[config.mk]
export PLATFORM = sky130hd
export DESIGN_NAME = gdn_alu
export DESIGN_NICKNAME = d
export VERILOG_FILES = /design/src/rtl/gdn_pkg.sv /design/src/rtl/gdn_alu.sv
export SDC_FILE = /design/constraint.sdc
export NUM_CORES = 1
export LEC_CHECK = 0
export BUFFER_PORTS_ARGS = -buffer_cell sky130_fd_sc_hd__buf_4
export CORE_ASPECT_RATIO = 1.5
export CORE_UTILIZATION = 50
export DETAILED_ROUTE_END_ITERATION = 10
export PLACE_DENSITY = 0.86
export SYNTH_ARGS = -nofsm -noshare
export SYNTH_HDL_FRONTEND = slang
export SYNTH_SLANG_ARGS = --single-unit
[constraint.sdc]
create_clock -name vclk -period 3.85
set_input_delay 0 -clock vclk [all_inputs]
set_output_delay 0 -clock vclk [all_outputs]
set_load 0.02 [all_outputs]
[src/rtl/gdn_pkg.sv]
package gdn_pkg;

    // Field widths of the items
    localparam int unsigned FUNC_W    = 2;
    localparam int unsigned YEAR_W    = 12;
    localparam int unsigned MONTH_W   = 4;
    localparam int unsigned MDAY_W    = 5;
    localparam int unsigned DAY_W     = 21;
    localparam int unsigned WD_W      = 3;
    localparam int unsigned CFG_IDX_W = 2;
    localparam int unsigned R400_W    = 9;

    // Calendar constants
    localparam logic [DAY_W-1:0]  YEAR_DAYS      = DAY_W'(365);
    localparam logic [DAY_W-1:0]  LEAP_YEAR_DAYS = DAY_W'(366);
    localparam logic [YEAR_W-1:0] CYCLE_YEARS    = YEAR_W'(400);
    localparam logic [R400_W-1:0] CYCLE_LAST     = R400_W'(399);
    localparam logic [R400_W-1:0] CENTURY        = R400_W'(100);
    localparam logic [MDAY_W-1:0] FEB_LEAP_DAYS  = MDAY_W'(29);
    localparam logic [MDAY_W-1:0] MDAY_MAX       = MDAY_W'(31);
    localparam logic [MONTH_W-1:0] DECEMBER_IDX  = MONTH_W'(11);
    localparam logic [MONTH_W-1:0] FEBRUARY_IDX  = MONTH_W'(1);
    localparam logic [MONTH_W-1:0] FULL_MONTHS   = MONTH_W'(12);
    localparam logic [3:0]        WEEK_DAYS      = 4'd7;
    localparam logic [4:0]        WD_BIAS        = 5'd5;

    // Reset values of the registers
    localparam logic [YEAR_W-1:0] EPOCH_RESET  = YEAR_W'(1900);
    localparam logic [YEAR_W-1:0] REFYR_RESET  = YEAR_W'(1900);
    localparam logic [WD_W-1:0]   REFWD_RESET  = WD_W'(2);

    typedef enum logic [FUNC_W-1:0] {
        FUNC_TO_COUNT = 2'd0,
        FUNC_TO_DATE  = 2'd1,
        FUNC_WEEKDAY  = 2'd2,
        FUNC_NONE     = 2'd3
    } func_t;

    typedef enum logic [CFG_IDX_W-1:0] {
        CFG_EPOCH_YEAR  = 2'd0,
        CFG_REF_YEAR    = 2'd1,
        CFG_REF_WEEKDAY = 2'd2,
        CFG_UNUSED      = 2'd3
    } cfg_idx_t;

    typedef struct packed {
        logic [FUNC_W-1:0]  func;
        logic [YEAR_W-1:0]  year;
        logic [MONTH_W-1:0] month;
        logic [MDAY_W-1:0]  day;
        logic [DAY_W-1:0]   day_number;
    } cmd_t;

    typedef struct packed {
        logic [DAY_W-1:0]   day_count;
        logic [YEAR_W-1:0]  out_year;
        logic [MONTH_W-1:0] out_month;
        logic [MDAY_W-1:0]  out_day;
        logic [WD_W-1:0]    weekday;
    } rsp_t;

    typedef struct packed {
        logic [CFG_IDX_W-1:0] index;
        logic [YEAR_W-1:0]    value;
    } cfg_t;

    // Operation for the shared add/subtract unit
    typedef struct packed {
        logic [DAY_W-1:0] a;
        logic [DAY_W-1:0] b;
        logic             sub;
        logic             cin;
    } alu_op_t;

    typedef struct packed {
        logic [DAY_W-1:0] sum;
        logic             carry;
    } alu_res_t;

    // Days in a month of a common year, month index 0 is January
    function automatic logic [MDAY_W-1:0] month_len(input logic [MONTH_W-1:0] mn);
        logic [MDAY_W-1:0] len;
        case (mn)
            4'd1:                   len = 5'd28;
            4'd3, 4'd5, 4'd8, 4'd10: len = 5'd30;
            default:                len = 5'd31;
        endcase
        return len;
    endfunction

    // Days in the first n months of a common year, n from 0 to 12
    function automatic logic [8:0] cum_days(input logic [MONTH_W-1:0] n);
        logic [8:0] d;
        case (n)
            4'd0:    d = 9'd0;
            4'd1:    d = 9'd31;
            4'd2:    d = 9'd59;
            4'd3:    d = 9'd90;
            4'd4:    d = 9'd120;
            4'd5:    d = 9'd151;
            4'd6:    d = 9'd181;
            4'd7:    d = 9'd212;
            4'd8:    d = 9'd243;
            4'd9:    d = 9'd273;
            4'd10:   d = 9'd304;
            4'd11:   d = 9'd334;
            default: d = 9'd365;
        endcase
        return d;
    endfunction

    // Leap rule on the year's position within the 400-year cycle
    function automatic logic leap_of(input logic [R400_W-1:0] r);
        return (r[1:0] == 2'b00) && (r != CENTURY) && (r != R400_W'(2 * CENTURY))
            && (r != R400_W'(3 * CENTURY));
    endfunction

endpackage

[src/rtl/gdn_alu.sv]
module gdn_alu (
    input  gdn_pkg::alu_op_t  op,
    output gdn_pkg::alu_res_t res
);
    localparam int unsigned W = gdn_pkg::DAY_W;

    logic [W:0] total;

    // Add, or subtract with carry out meaning a >= b
    assign total = {1'b0, op.a} + {1'b0, op.b ^ {W{op.sub}}} + (W + 1)'(op.sub | op.cin);
    assign res.sum   = total[W-1:0];
    assign res.carry = total[W];
endmodule

==> flow_summary.json <==
{
  "cts_resized": 0,
  "first_iter_violations": 37,
  "synth_top_area_cell": "ha_1",
  "yosysMostFrequentCell": "xor2_1",
  "violations": "DRC",
  "finalCriticalPeriod_ns": 2.52,
  "vias": 1458,
  "start_kind": "primary input",
  "finalCritPeriodShare_pct": 65.4,
  "cp-end-kind": "primary output",
  "cp_max_fo": 22,
  "dr.pass1.iters": 8,
  "cap_violations": 0,
  "place_congestion": 0.853,
  "cp_data_arrival_time_ns": 2.52,
  "fp.dieW_um": 44.1,
  "num_rows": 22,
  "synthTopCellsByCount": "xor2_1 (25), ha_1 (20), a21oi_1 (15)",
  "grt_overflow": 0,
  "core_area_um2": 2480,
  "crit_chain": "buf_4 > xnor2_1 > fa_1 > inv_1 > fa_1 > a21o_1 > a221oi_2 > o21bai_4 > a31oi_4 > o31ai_1 > and2_1 > buf_4",
  "vdd_drop_max_mv": 0.233,
  "hold_buffers": 0,
  "clkbuf_count": 0,
  "slowest_stage": "fa_1",
  "ys_seq_area_share_pct": 0,
  "io_buffers": 66,
  "drt-wirelength-per-cell_um": 13.4,
  "postLayoutCoreUtil_pct": 73.8,
  "drive_gt1_share_pct": 34.9,
  "areaGrowthSynthToFinish_pct": 37.9,
  "worst_path_largest_cell_delay_ns": 0.39,
  "num-nets-final": 297,
  "met2_usage_pct": 50.0,
  "fin_setup_tns_ns": 0,
  "holdCritPathClass": "primary input to primary output",
  "post_cts_buffers": 0,
  "max_slew_margin_pct": 64.4,
  "worst_pin_slew_ns": 0.528,
  "grt_util_all_layers_pct": 25.3,
  "yosys_warnings": 0,
  "antenna_left": 0,
  "grt-busiest-layer": "met2",
  "cp.required_ns": 3.85,
  "drc": 6,
  "syn_area_um2": 1330,
  "path_delay_family": "compound AO/OA/AOI/OAI gates",
  "fp.dieH_um": 65.1,
  "grtUsageMet3_pct": 0.836,
  "seqCellArea_um2": 0,
  "grt_max_degree": 23,
  "synth.avg_cell_area_um2": 7.89,
  "gr-usage-met1_pct": 27.2,
  "place_hpwl_mm": 2.86,
  "avgViaCountPerCell": 5.76,
  "floorplan.initialDensity_pct": 53.5,
  "grt_pass1_wl_mm": 5.87,
  "leakagePower_nw": 0.956,
  "synthTopCellsByArea": "ha_1 (19%), xor2_1 (17%), xnor2_1 (7.9%)",
  "timing.critical_path.buf_inv": 3,
  "crit_type": "primary input to primary output",
  "grt_pass1_vias": 1442,
  "rsz0062_at_grt": "no",
  "antenna_found_initial": 0,
  "status": "finished with violations",
  "drt_wl_total_mm": 3.39,
  "pwr_density_cell_nw_per_um2": 314,
  "flops_and_latches": 0,
  "setup-violations-final": 0,
  "drv_slew": 0,
  "clock.fmax_mhz": 397,
  "io_pins": 66,
  "synth_nets": 234,
  "whs_ns": 0.384,
  "yosysTopAreaCellShare_pct": 18.9,
  "synth_cell_types": 37,
  "diodes": 0,
  "hold_viol_final": 0,
  "syn_inst": 168,
  "die-area_um2": 2870,
  "finalPower_w": 0.000575
}
stage by stage:
stage | instance area [um2] | instances | worst slack (ns)
final | 1830 | 253 | 1.33
after CTS | 1830 | 253 | 1.31
after floorplan | 1330 | 168 | 1.29
after detailed placement | 1830 | 253 | 1.32
after global routing | 1830 | 253 | 1.14
after global placement | 1830 | 253 | 1.36
power breakdown:
| part | leakage, nW | switching [W] | internal, W | total, W |
|---|---|---|---|---|
| combinational | 0.956 | 0.000313 | 0.000262 | 0.000575 |
| clock | 0 | 0 | 0 | 0 |
| sequential | 0 | 0 | 0 | 0 |
| total | 0.956 | 0.000313 | 0.000262 | 0.000575 |
layer usage:
| metal | part of all wire, % | up-vias |
|---|---|---|
| met3 | 6.0 | 6 |
| met1 | 37 | 665 |
| met5 | 0 | - |
| met2 | 55 | 55 |
| met4 | 2.0 | 0 |
| li1 | - | 732 |
logic make-up after synthesis:
| kind of cell | share of synthesized area, % |
|---|---|
| multiplexers | 0.755 |
| buffers and inverters | 4.24 |
| adder cells (fa/ha/maj) | 21.9 |
| XOR/XNOR | 24.4 |
| AO/OA/AOI/OAI | 33.5 |
| AND/OR/NAND/NOR | 15.2 |
cell usage in the layout, fill, tap and decap left out, drive strengths merged, types with 2 or more instances in the layout:
master	instances
a21oi	16
o21ai	6
fa	2
nor2b	2
and2	3
xor2	25
a21o	11
o221ai	2
a31oi	3
o41ai	2
o311ai	2
nand2	12
inv	9
nor3	2
nand3	3
and3	5
o31ai	3
xnor2	12
nand4	4
ha	20
buf	66
nor2	9
o21a	3
final timing paths:
path / slack [ns] / from / depth (start not counted) / endpoint
setup / recovery: 1.33 / op[1] / 12 / res[17]
hold / removal: 0.38 / op[24] / 3 / res[2]
worst min-delay path, stage by stage:
cell and delay (ns):
buf_4 0.09, fa_1 0.16, buf_4 0.13
final cells by class:
class	count	area [um2]
multi-input combinational	154	1270
timing repair buffer	66	495
inverter	9	33.8
fill	217	648
tap	24	30.0
Note: power is estimated with default switching activity, not from simulation.
